## src/hw/rtl/nasvs_pkg.sv

```systemverilog
// types and constants of the steal victim selector
package nasvs_pkg;

	localparam int THIEF_W     = 4;
	localparam int THIEF_SLOTS = 16;
	localparam int BUSY_W      = 16;
	localparam int ROT_W       = 32;
	localparam int ROT_SHIFT   = 8;
	localparam int DIV_W       = ROT_W - ROT_SHIFT;
	localparam int WIU_W       = 5;
	localparam int MAP_W       = 32;
	localparam int CFG_IDX_W   = 2;
	localparam int CFG_DATA_W  = 32;

	localparam logic [ROT_W-1:0] GOLDEN     = 32'h9E37_79B9;
	localparam logic [WIU_W-1:0] WIU_RESET  = 5'd16;

	typedef enum logic [CFG_IDX_W-1:0] {
		CFG_WORKERS    = 2'd0,
		CFG_NODE_AWARE = 2'd1,
		CFG_NODE_MAP   = 2'd2
	} cfg_idx_t;

	// access to the rotation counter memory
	typedef struct packed {
		logic               rd_en;
		logic               wr_en;
		logic [THIEF_W-1:0] addr;
		logic [ROT_W-1:0]   wdata;
	} rot_req_t;

endpackage

```

## src/hw/rtl/nasvs_rot_mem.sv

```systemverilog
// per-thief rotation counter memory with valid bits standing for the reset value
module nasvs_rot_mem (
	input  logic                                clk,
	input  logic                                arst_n,
	input  nasvs_pkg::rot_req_t                 req,
	output logic [nasvs_pkg::ROT_W-1:0]         rdata
);
	import nasvs_pkg::*;

	logic [ROT_W-1:0]       mem [THIEF_SLOTS];
	logic [THIEF_SLOTS-1:0] valid_q;
	logic [ROT_W-1:0]       rd_q;
	logic                   rvalid_q;

	always_ff @(posedge clk) begin
		if (req.wr_en) begin
			mem[req.addr] <= req.wdata;
		end
		if (req.rd_en) begin
			rd_q <= mem[req.addr];
		end
	end

	always_ff @(posedge clk or negedge arst_n) begin
		if (!arst_n) begin
			valid_q  <= '0;
			rvalid_q <= 1'b0;
		end else begin
			if (req.wr_en) begin
				valid_q[req.addr] <= 1'b1;
			end
			if (req.rd_en) begin
				rvalid_q <= valid_q[req.addr];
			end
		end
	end

	// never-written entry reads as the golden constant
	assign rdata = rvalid_q ? rd_q : GOLDEN;

endmodule

```

## src/hw/rtl/nasvs_mod.sv

```systemverilog
// bit-serial remainder of the rotated counter by the worker count
module nasvs_mod #(
	parameter int NW = 5
) (
	input  logic                          clk,
	input  logic                          arst_n,
	input  logic                          start,
	input  logic [nasvs_pkg::DIV_W-1:0]   dividend,
	input  logic [NW-1:0]                 divisor,
	output logic                          done,
	output logic [NW-1:0]                 rem
);
	import nasvs_pkg::*;

	localparam int CNT_W = $clog2(DIV_W + 1);

	logic [CNT_W-1:0] cnt_q;
	logic             done_q;
	logic [DIV_W-1:0] dvd_q;
	logic [NW-1:0]    rem_q;
	logic [NW:0]      trial;
	logic [NW:0]      rem_nxt;

	// one restoring step: shift in the next dividend bit, subtract if it fits
	always_comb begin
		trial   = {rem_q, dvd_q[DIV_W-1]};
		rem_nxt = (trial >= {1'b0, divisor}) ? (trial - {1'b0, divisor}) : trial;
	end

	always_ff @(posedge clk or negedge arst_n) begin
		if (!arst_n) begin
			cnt_q  <= '0;
			done_q <= 1'b0;
		end else if (start) begin
			cnt_q  <= CNT_W'(DIV_W);
			done_q <= 1'b0;
		end else if (cnt_q != '0) begin
			cnt_q  <= cnt_q - 1'b1;
			done_q <= (cnt_q == CNT_W'(1));
		end else begin
			done_q <= 1'b0;
		end
	end

	always_ff @(posedge clk) begin
		if (start) begin
			dvd_q <= dividend;
			rem_q <= '0;
		end else if (cnt_q != '0) begin
			dvd_q <= dvd_q << 1;
			rem_q <= rem_nxt[NW-1:0];
		end
	end

	assign done = done_q;
	assign rem  = rem_q;

endmodule

```

## src/hw/rtl/nasvs_scan.sv

```systemverilog
// two-tier circular victim search over the busy workers
module nasvs_scan #(
	parameter int NODE_BITS   = 2,
	parameter int NW          = 5,
	parameter int SW          = 4
) (
	input  logic                            clk,
	input  logic                            go,
	input  logic [NW-1:0]                   n,
	input  logic [SW-1:0]                   start,
	input  logic [nasvs_pkg::THIEF_W-1:0]   thief,
	input  logic [nasvs_pkg::BUSY_W-1:0]    busy,
	input  logic                            aware,
	input  logic [nasvs_pkg::MAP_W-1:0]     node_map,
	output logic                            found,
	output logic [nasvs_pkg::THIEF_W-1:0]   victim,
	output logic                            near
);
	import nasvs_pkg::*;

	logic [NODE_BITS-1:0] nodes [BUSY_W];
	logic [NODE_BITS-1:0] my_node;
	logic [BUSY_W-1:0]    any_m;
	logic [BUSY_W-1:0]    near_m;
	logic [BUSY_W-1:0]    ge_m;
	logic [THIEF_W:0]     near_sel;
	logic [THIEF_W:0]     any_sel;
	logic                 found_q;
	logic [THIEF_W-1:0]   victim_q;
	logic                 near_q;

	// lowest set bit at or after the start point, else lowest overall
	function automatic logic [THIEF_W:0] pick(input logic [BUSY_W-1:0] m,
						  input logic [BUSY_W-1:0] ge);
		logic [THIEF_W:0] hi;
		logic [THIEF_W:0] lo;
		hi = '0;
		lo = '0;
		for (int w = BUSY_W - 1; w >= 0; w--) begin
			if (m[w] && ge[w]) begin
				hi = {1'b1, THIEF_W'(w)};
			end
			if (m[w]) begin
				lo = {1'b1, THIEF_W'(w)};
			end
		end
		return hi[THIEF_W] ? hi : lo;
	endfunction

	always_comb begin
		for (int w = 0; w < BUSY_W; w++) begin
			// node field past the top of the map counts as node 0
			if (w * NODE_BITS >= MAP_W) begin
				nodes[w] = '0;
			end else begin
				nodes[w] = NODE_BITS'(node_map >> (w * NODE_BITS));
			end
		end
		my_node = nodes[thief];
		for (int w = 0; w < BUSY_W; w++) begin
			any_m[w]  = busy[w] && (8'(w) < 8'(n)) && (THIEF_W'(w) != thief);
			near_m[w] = any_m[w] && (!aware || (nodes[w] == my_node));
			ge_m[w]   = (8'(w) >= 8'(start));
		end
		near_sel = pick(near_m, ge_m);
		any_sel  = pick(any_m, ge_m);
	end

	always_ff @(posedge clk) begin
		if (go) begin
			if (near_sel[THIEF_W]) begin
				found_q  <= 1'b1;
				victim_q <= near_sel[THIEF_W-1:0];
				near_q   <= 1'b1;
			end else if (any_sel[THIEF_W]) begin
				found_q  <= 1'b1;
				victim_q <= any_sel[THIEF_W-1:0];
				near_q   <= 1'b0;
			end else begin
				found_q  <= 1'b0;
				victim_q <= '0;
				near_q   <= 1'b0;
			end
		end
	end

	assign found  = found_q;
	assign victim = victim_q;
	assign near   = near_q;

endmodule

```

## src/hw/rtl/numa_aware_steal_victim_select.sv

```systemverilog
// top level of the two-tier numa-aware steal victim selector
// One request at a time. A request with more than one worker in use reads its rotation
// counter from the memory, then runs the 24-step bit-serial remainder of rotation bits
// 31..8 by the worker count, the search and the output register; the write-back overlaps
// the start of the remainder. The result waits in the final state until the output
// register is free, and the next request can be accepted once it is loaded there. With
// one worker or fewer the request goes straight to the final state and no counter moves.
// Rotation counters live in a 16-entry memory with one read and one write port; a valid
// bit per entry makes a never-written counter read as the golden constant, so there is no
// clearing pass after reset. A new request may be accepted while the previous result still
// waits on the output register. Configuration writes take effect at once and are meant for
// times when no request is in flight.
module numa_aware_steal_victim_select #(
	parameter int MAX_WORKERS = 16,
	parameter int NODE_BITS   = 2
) (
	input  logic                                clk,
	input  logic                                arst_n,
	input  logic                                cfg_we,
	input  logic [nasvs_pkg::CFG_IDX_W-1:0]     cfg_index,
	input  logic [nasvs_pkg::CFG_DATA_W-1:0]    cfg_data,
	input  logic                                in_valid,
	output logic                                in_ready,
	input  logic [nasvs_pkg::THIEF_W-1:0]       thief,
	input  logic [nasvs_pkg::BUSY_W-1:0]        busy_mask,
	output logic                                out_valid,
	input  logic                                out_ready,
	output logic                                found,
	output logic [nasvs_pkg::THIEF_W-1:0]       victim,
	output logic                                near
);
	import nasvs_pkg::*;

	// worker count width and start point width
	localparam int NW = $clog2(MAX_WORKERS + 1);
	localparam int SW = (MAX_WORKERS > 1) ? $clog2(MAX_WORKERS) : 1;

	typedef enum logic [1:0] {
		ST_IDLE,
		ST_UPD,
		ST_DIV,
		ST_FIN
	} state_t;

	state_t             state_q;
	logic [WIU_W-1:0]   workers_q;
	logic               aware_q;
	logic [MAP_W-1:0]   node_map_q;

	logic [THIEF_W-1:0] thief_q;
	logic [BUSY_W-1:0]  busy_q;
	logic [NW-1:0]      n_q;
	logic               none_q;

	logic               out_valid_q;
	logic               found_q;
	logic [THIEF_W-1:0] victim_q;
	logic               near_q;

	logic [7:0]         wiu_ext;
	logic [7:0]         max_ext;
	logic [NW-1:0]      n_eff;
	logic               too_few;
	logic               accept;
	logic               out_free;
	logic               load_out;

	rot_req_t           rot_req;
	logic [ROT_W-1:0]   rot_rdata;
	logic [ROT_W-1:0]   rot_new;

	logic               div_done;
	logic [NW-1:0]      div_rem;

	logic               scan_found;
	logic [THIEF_W-1:0] scan_victim;
	logic               scan_near;

	// configuration registers
	always_ff @(posedge clk or negedge arst_n) begin
		if (!arst_n) begin
			workers_q  <= WIU_RESET;
			aware_q    <= 1'b1;
			node_map_q <= '0;
		end else if (cfg_we) begin
			unique case (cfg_idx_t'(cfg_index))
				CFG_WORKERS:    workers_q  <= cfg_data[WIU_W-1:0];
				CFG_NODE_AWARE: aware_q    <= cfg_data[0];
				CFG_NODE_MAP:   node_map_q <= cfg_data[MAP_W-1:0];
				default: ;
			endcase
		end
	end

	// worker count clamped to the hardware limit
	always_comb begin
		wiu_ext = 8'(workers_q);
		max_ext = 8'(MAX_WORKERS);
		n_eff   = NW'((wiu_ext > max_ext) ? max_ext : wiu_ext);
		too_few = (n_eff < NW'(2));
	end

	assign in_ready = (state_q == ST_IDLE);
	assign accept   = in_valid && in_ready;
	assign out_free = !out_valid_q || out_ready;
	// a finished result moves into the output register
	assign load_out = (state_q == ST_FIN) && out_free;

	// advanced counter, written back the cycle after the read
	assign rot_new = rot_rdata + GOLDEN;

	always_comb begin
		rot_req       = '0;
		rot_req.wdata = rot_new;
		if (state_q == ST_IDLE) begin
			rot_req.rd_en = accept && !too_few;
			rot_req.addr  = thief;
		end else begin
			rot_req.wr_en = (state_q == ST_UPD);
			rot_req.addr  = thief_q;
		end
	end

	// request fields held for the whole search
	always_ff @(posedge clk) begin
		if (accept) begin
			thief_q <= thief;
			busy_q  <= busy_mask;
			n_q     <= n_eff;
		end
	end

	// sequencer and output register
	always_ff @(posedge clk or negedge arst_n) begin
		if (!arst_n) begin
			state_q     <= ST_IDLE;
			none_q      <= 1'b0;
			out_valid_q <= 1'b0;
			found_q     <= 1'b0;
			victim_q    <= '0;
			near_q      <= 1'b0;
		end else begin
			if (out_valid_q && out_ready && !load_out) begin
				out_valid_q <= 1'b0;
			end
			unique case (state_q)
				ST_IDLE: begin
					if (accept) begin
						none_q  <= too_few;
						state_q <= too_few ? ST_FIN : ST_UPD;
					end
				end
				ST_UPD: begin
					state_q <= ST_DIV;
				end
				ST_DIV: begin
					if (div_done) begin
						state_q <= ST_FIN;
					end
				end
				ST_FIN: begin
					if (out_free) begin
						out_valid_q <= 1'b1;
						found_q     <= none_q ? 1'b0 : scan_found;
						victim_q    <= none_q ? '0 : scan_victim;
						near_q      <= none_q ? 1'b0 : scan_near;
						state_q     <= ST_IDLE;
					end
				end
				default: state_q <= ST_IDLE;
			endcase
		end
	end

	nasvs_rot_mem u_rot_mem (
		.clk    (clk),
		.arst_n (arst_n),
		.req    (rot_req),
		.rdata  (rot_rdata)
	);

	// start point = rotation bits 31..8 modulo the worker count
	nasvs_mod #(
		.NW (NW)
	) u_mod (
		.clk      (clk),
		.arst_n   (arst_n),
		.start    (state_q == ST_UPD),
		.dividend (rot_new[ROT_W-1:ROT_SHIFT]),
		.divisor  (n_q),
		.done     (div_done),
		.rem      (div_rem)
	);

	nasvs_scan #(
		.NODE_BITS   (NODE_BITS),
		.NW          (NW),
		.SW          (SW)
	) u_scan (
		.clk      (clk),
		.go       (div_done),
		.n        (n_q),
		.start    (div_rem[SW-1:0]),
		.thief    (thief_q),
		.busy     (busy_q),
		.aware    (aware_q),
		.node_map (node_map_q),
		.found    (scan_found),
		.victim   (scan_victim),
		.near     (scan_near)
	);

	assign out_valid = out_valid_q;
	assign found     = found_q;
	assign victim    = victim_q;
	assign near      = near_q;

endmodule

```

## config.mk

```make
export PLATFORM = sky130hd
export DESIGN_NAME = numa_aware_steal_victim_select
export DESIGN_NICKNAME = d
export VERILOG_FILES = /design/src/hw/rtl/nasvs_pkg.sv /design/src/hw/rtl/nasvs_rot_mem.sv /design/src/hw/rtl/nasvs_mod.sv /design/src/hw/rtl/nasvs_scan.sv /design/src/hw/rtl/numa_aware_steal_victim_select.sv
export SDC_FILE = /design/constraint.sdc
export NUM_CORES = 1
export LEC_CHECK = 0
export ABC_CLOCK_PERIOD_IN_PS = 4900
export BUFFER_PORTS_ARGS = -buffer_cell sky130_fd_sc_hd__buf_2
export CELL_PAD_IN_SITES_DETAIL_PLACEMENT = 1
export CELL_PAD_IN_SITES_GLOBAL_PLACEMENT = 2
export CORE_UTILIZATION = 40
export CTS_CLUSTER_SIZE = 14
export DETAILED_ROUTE_END_ITERATION = 10
export GPL_ROUTABILITY_DRIVEN = 0
export GPL_TIMING_DRIVEN = 1
export PLACE_DENSITY = 0.82
export SLEW_MARGIN = 20
export SYNTH_ARGS = -nofsm -noshare
export SYNTH_HDL_FRONTEND = slang
export SYNTH_HIERARCHICAL = 1
export SYNTH_SLANG_ARGS = --single-unit
```

## constraint.sdc

```tcl
create_clock -name clk -period 4.9 [get_ports clk]
set_input_delay 0.735 -clock clk [delete_from_list [all_inputs] [get_ports clk]]
set_output_delay 0.735 -clock clk [all_outputs]
set_load 0.01 [all_outputs]
```

Word-level counts from Yosys, hierarchy flattened

Memory sizes are Yosys's and may differ from the RTL's. A register that Yosys moved wholly into a read port is not among the register bits.
Index checks and enable logic that the tools add are counted.

$add $sub $neg: 3
Order comparisons: 37
Eq/ne operators: 40
Muxes and demuxes: 100
Bitwise operators: 2
Reduce and logical (&&, ||, !) cells: 116

Operator list:

| cell                                                                         | count |
|---|---|
| 5-bit two-way mux                                                            | 68 |
| 1-bit logical AND                                                            | 84 |
| 24-bit two-way mux                                                           | 2 |
| 4-bit by 5-bit less-than comparator with 1-bit output (first input constant) | 8 |
| 32-bit adder (second input constant)                                         | 1 |
| 2-bit equality test                                                          | 16 |
| 32-bit two-way mux                                                           | 1 |
| 4-bit != test (first input constant)                                         | 8 |
| 4-bit >= comparator (first input constant)                                   | 7 |
| 3-bit by 5-bit less-than comparator with 1-bit output (first input constant) | 4 |
| 1-bit logical OR                                                             | 17 |
| 3-bit by 4-bit >= comparator with 1-bit output (first input constant)        | 4 |
| 4-bit two-way mux                                                            | 4 |
| 3-bit by 4-bit != test with 1-bit output (first input constant)              | 4 |
| 16-bit bitwise OR                                                            | 1 |
| 1-bit two-way mux                                                            | 15 |
| 2-bit two-way mux                                                            | 6 |
| 1-bit by 5-bit less-than comparator with 1-bit output (first input constant) | 2 |
| 2-bit by 5-bit less-than comparator with 1-bit output (first input constant) | 2 |
| 2-bit AND reduction                                                          | 5 |
| 2-bit binary-select mux with 4-bit select                                    | 1 |
| 1-bit by 4-bit >= comparator with 1-bit output (first input constant)        | 2 |
| 2-bit by 4-bit >= comparator with 1-bit output (first input constant)        | 2 |
| 2-bit by 4-bit != test with 1-bit output (first input constant)              | 2 |
| other kinds (24)                                                             | 32 |

Bits in registers: 131
Bits in writable memories: 512
Output and inout port bits: 8
Word-level logic and storage cells: 320
Memories: 1

Memory list:

| name          | depth | bits a word | rd ports | clocked after memory_dff | wr ports | RTL line            | RTL |
|---|---|---|---|---|---|---|---|
| u_rot_mem.mem | 16    | 32          | 1        | 1                        | 1        | nasvs_rot_mem.sv:10 | `logic [ROT_W-1:0] mem [THIEF_SLOTS];` |

Logic depth before layout (Yosys ltp)

Depth after elaboration: 25
Gate-level depth with buffers: 12

By module

The synthesis kept the hierarchy.

Modules (own cells, without submodules):

| module                         | times used | cells an instance | area each (um^2) |
|---|---|---|---|
| nasvs_rot_mem                  | 1          | 849               | 21171.6 |
| numa_aware_steal_victim_select | 1          | 290               | 3579.7 |
| nasvs_scan                     | 1          | 359               | 2763.9 |
| nasvs_mod                      | 1          | 127               | 1727.9 |

Worst setup path before layout

No wires, ideal clock.

Path type: register -> register
From: reg state_q[0]
To: mem u_rot_mem.mem[0][0] (enable)
Arrival: 4224 ps
Data required time: 4437 ps
Slack: 214 ps
Cell stages (with the launch flop): 8
Cells stage by stage: dfrtp_1 -> inv_1 -> ha_1 -> clkbuf_1 -> mux2_2 -> buf_2 -> or3b_2 -> nor3_1

RTL lines:

| item                     | RTL line                              | RTL |
|---|---|---|
| start: declaration       | numa_aware_steal_victim_select.sv:45  | `state_t state_q;` |
| start signal: assignment | numa_aware_steal_victim_select.sv:150 | `state_q <= too_few ? ST_FIN : ST_UPD;` |
| end: declaration         | nasvs_rot_mem.sv:10                   |  |

Worst setup path in the final report

From: reg thief_q[0]
To: reg u_scan.victim_q[3], in the netlist u_scan/victim[3] (data pin)

Longest elaborated chain between the ends: 25
Elaborated cells between the ends (all ways): 180
Classes of those cells: 31 x eq/ne; 69 x mux; 1 x bitwise; 79 x reduce/logical

RTL lines:

| item                                                          | RTL line                              | RTL |
|---|---|---|
| start: declaration                                            | numa_aware_steal_victim_select.sv:50  | `logic [THIEF_W-1:0] thief_q;` |
| start signal: assignment                                      | numa_aware_steal_victim_select.sv:127 | `thief_q <= thief;` |
| 4-bit NOT with 5-bit output (implied by the code)             | nasvs_scan.sv:59                      | `my_node = nodes[thief];` |
| 2-bit binary-select mux with 4-bit select                     | nasvs_scan.sv:59                      |  |
| 2-bit two-way mux (implied by the code) (2 in a row)          | nasvs_scan.sv:59                      |  |
| 2-bit equality test                                           | nasvs_scan.sv:62                      | `near_m[w] = any_m[w] && (!aware \|\| (nodes[w] == my_node));` |
| 1-bit logical OR                                              | nasvs_scan.sv:62                      |  |
| 1-bit logical AND                                             | nasvs_scan.sv:62                      |  |
| 5-bit two-way mux / 1-bit logical AND (equally long branches) | nasvs_scan.sv:40, nasvs_scan.sv:43    |  |
| 5-bit two-way mux, on equally long branches (15 in a row)     | nasvs_scan.sv:43, nasvs_scan.sv:40    |  |
| 5-bit two-way mux                                             | nasvs_scan.sv:47                      | `return hi[THIEF_W] ? hi : lo;` |
| 4-bit two-way mux (*)                                         | nasvs_scan.sv:71                      | `if (near_sel[THIEF_W]) begin` |
| end signal: assignment                                        | nasvs_scan.sv:73                      | `victim_q <= near_sel[THIEF_W-1:0];` |
| end signal: assignment                                        | nasvs_scan.sv:77                      | `victim_q <= any_sel[THIEF_W-1:0];` |
| end: declaration                                              | nasvs_scan.sv:29                      | `logic [THIEF_W-1:0] victim_q;` |

Every way passes the cells marked *; elsewhere a longest branch is shown, timed or not. The select of a mux whose other input is x is not followed.
A chain may end at the register's enable or synchronous reset.

==> impl_metrics.yaml <==
logic_synthesis:
  synth-seq-cells: 675
  ys_seq_area_share_pct: 67.9
  async_reset_ff_share_pct: 10.5
  synth_most_common_cell: "edfxtp_1"
  synth-compound-area-share_pct: 6.76
  syn_area_mm2: 0.0292
  yosys-top-cells-area: "edfxtp_1 62%, mux4_2 13%, dfrtp_1 5.9%"
  synth_adder_area_share_pct: 0.625
  synth_warnings: 6
  synth_cell_types: 100
  synth_edf_count: 599
  synthCells: 1625
  synth_top_family_by_area: "multiplexers"
  synth.area.mux_share_pct: 15.9
  synth_nets: 1698
  synth_area_leader_cell: "edfxtp_1"
  synthSimpleGateAreaFrac_pct: 5.90
  synth_ff_type: "edfxtp_1"
  yosysTopAreaCellShare_pct: 61.5
  syn_area_per_cell_um2: 18.0
  synth.top_cells.by_count: "599 x edfxtp_1, 171 x mux4_2, 69 x dfrtp_1"
  synthXorXnorAreaFrac_pct: 0.869
finish:
  diodes: 0
  multi_input_comb_area_mm2: 0.00907
  final_nets: 1807
  fill_cells: 6822
  ff_latch_area_mm2: 0.0199
  area_growth_pct: 14.4
  stdcell_area_mm2: 0.0335
  drive_gt1_share_pct: 31.8
setup_path:
  cp-start-kind: "flop"
  crit_path_max_incr_delay_ns: 0.69
  critPathMaxFanout: 32
  worstRegToRegCells: 9
  crit_buf_inv: 0
  crit_required_ns: 5.25
  crit_family: "compound AO/OA/AOI/OAI gates"
  crit_path_top_delay_cell: "edfxtp_1"
  ff2ff_setup_slack_ns: 0.87
  worstReg2RegStart: "thief_q[0]$_DFFE_PP_"
  critical_path_class: "reg2reg"
  end_kind: "flop"
  crit_chain: "mux4_2 -> a22oi_4 -> and3_1 -> o41a_1 -> a2bb2oi_1 -> nand4_1 -> nor3_2 -> o21a_1 -> a2111oi_1"
  cp_data_arrival_time_ns: 4.38
  reg2reg_to: "u_scan/victim[3]$_DFFE_PP_"
global_route:
  grt_pass1_vias: 17000
  grt.overflow.total: 0
  grt_antenna_before_repair: 0
  use_met3_pct: 3.07
  grt_use_met2_pct: 33.3
  grt_usage_pct: 20.0
  met1_usage_pct: 27.2
  grt_max_degree: 73
  grt_first_pass_wirelength_mm: 110
  top_usage_layer: "met2"
placed_design:
  portBuffers: 66
  post-place-ws_ns: 0.942
  dp_hpwl_mm: 44.3
  postPlaceCellArea_mm2: 0.0310
cts:
  h-tree-depth: 3
  cts_root_buffer: "clkbuf_16"
  cts_sinks: 675
  cts-buffers-inserted: 74
  cts_tree: "yes"
  clk_path_buf_depth: 3
  ctsResizeCount: 0
  postCtsSetupRepairBufs: 0
  clk_pin_slew_ns: 0.06
  cts_hold_buf: 0
  clk_latency_ns: 0.61
hold_path:
  hold_path_class: "in2async"
sta:
  hold_viol_final: 0
  fin_crit_ns: 4.03
  worst_slack_ns: 0.873
  slew_headroom_pct: 30.5
  finalCritPeriodShare_pct: 82.2
  worst_pin_slew_ns: 1.04
  finalSetupViolations: 0
  fmax_mhz: 248
  grt_setup_unrepaired: "false"
  drv_slew: 0
  skew_ns: 0.0221
  tns_ns: 0
pwr:
  powerDensity_mw_per_mm2: 364
  p_leak_uw: 0.0104
  ir_drop_uv: 284
  power_uw: 12200
die:
  die_area_mm2: 0.0742
  start_util_pct: 40.7
  rows: 98
  ios: 67
  core_region_area_mm2: 0.0719
  die_h_um: 272
  die_x_um: 272
routing:
  drt_iter0_markers: 1567
  vias: 16100
  finalWirelength_mm: 72.7
  drc: 0
  via_per_inst: 5.86
  ant_nets: 0
  firstDrtPassIters: 5
  post_drt_wl_per_cell_um: 26.5
outcome:
  status: "completed"
job:
  cap_violations: 0
sequential cells by signal, indices dropped and copies added (netlist names), 2 cells and up:
| register | flops |
|---|---|
| n_q | 5 |
| node_map_q | 32 |
| u_mod/dvd_q | 24 |
| victim | 4 |
| busy_q | 16 |
| u_mod/rem | 5 |
| u_scan/victim | 4 |
| u_rot_mem/rd_q | 32 |
| u_rot_mem/valid_q | 16 |
| workers_q | 5 |
| state_q | 2 |
| u_mod/cnt_q | 5 |
| thief_q | 4 |
| u_rot_mem/mem | 512 |
worst register-to-register path, delay by kind of cell, from the launching register on:
| kind | cells | cell delay (ns) |
|---|---|---|
| simple gates | 3 | 0.88 |
| flops | 1 | 0.69 |
| mux | 1 | 0.62 |
| compound gates | 5 | 1.58 |
kinds of logic (layout without fill, tap and decap cells):
| kind of cell | Yosys count | count (layout) |
|---|---|---|
| buffers and inverters | 109 | 275 |
| flip-flops | 675 | 675 |
| XOR/XNOR | 29 | 29 |
| AO/OA/AOI/OAI | 243 | 243 |
| multiplexers | 242 | 242 |
| adder cells (fa/ha/maj) | 14 | 14 |
| AND/OR/NAND/NOR | 313 | 313 |
cell type report:
| type | instances | area share (%) |
|---|---|---|
| clock buffer | 85 | 5.72 |
| tap | 950 | 3.55 |
| timing repair buffer | 117 | 2.63 |
| multi-input combinational | 841 | 27.1 |
| clock inverter | 48 | 1.31 |
| sequential | 675 | 59.4 |
| inverter | 25 | 0.281 |
per-stage QoR:
stage / cells / util, % / hold slack (ns)
global route: 2741 / 46.6 / 0.286
CTS: 2741 / 46.4 / 0.271
finish: 2741 / 46.6 / 0.288
floorplan: 1625 / - / 0.434
global placement: 2608 / 43.1 / 0.446
detailed placement: 2608 / 43.1 / 0.455
worst max-delay path by stage:
stage	from	slack, ns	cells past startpoint	to
after floorplan	state_q[0]$_DFFE_PN0P_	0.21	7	u_rot_mem/mem[0][0]$_DFFE_PP_
after detailed placement	thief_q[0]$_DFFE_PP_	0.94	9	u_scan/victim[3]$_DFFE_PP_
after CTS	thief_q[0]$_DFFE_PP_	0.94	9	u_scan/victim[3]$_DFFE_PP_
after global routing	thief_q[0]$_DFFE_PP_	0.62	9	u_scan/victim[3]$_DFFE_PP_
final	thief_q[0]$_DFFE_PP_	0.87	9	u_scan/victim[3]$_DFFE_PP_
after global placement	thief_q[0]$_DFFE_PP_	1.07	9	u_scan/victim[0]$_DFFE_PP_
power breakdown:
group	switching, uW	internal [uW]	leakage, uW
logic	218	206	0.00350
clock network	2270	3140	0.00115
registers	94.8	6250	0.00573
total	2580	9600	0.0104
per-layer routing:
layer	share of wire (%)	wire length [um]
met5	0	0
met4	1.9	1400
met3	5.9	4320
met2	50	36100
met1	42	30900
layout by cell type (no fill, tap or decap), types with 10 or more instances in the layout:
master	netlist	routed
a211oi_1	12	11
a21oi_1	50	50
and2_1	21	21
and3_1	35	35
buf_12	0	13
buf_2	15	65
buf_4	5	39
clkbuf_1	34	10
clkbuf_16	0	75
clkinv_1	1	19
clkinv_2	0	13
dfrtp_1	69	69
edfxtp_1	599	599
ha_1	13	12
inv_1	24	22
mux2_2	67	65
mux4_2	171	171
nand2_1	54	54
nand2b_1	44	44
nand3_1	18	18
nor2_1	56	43
nor2_4	0	13
nor2b_1	10	10
nor3_1	17	13
o211ai_1	16	16
o21ai_0	25	25
or2_2	21	21
Note: power is estimated with default switching activity, not from simulation.
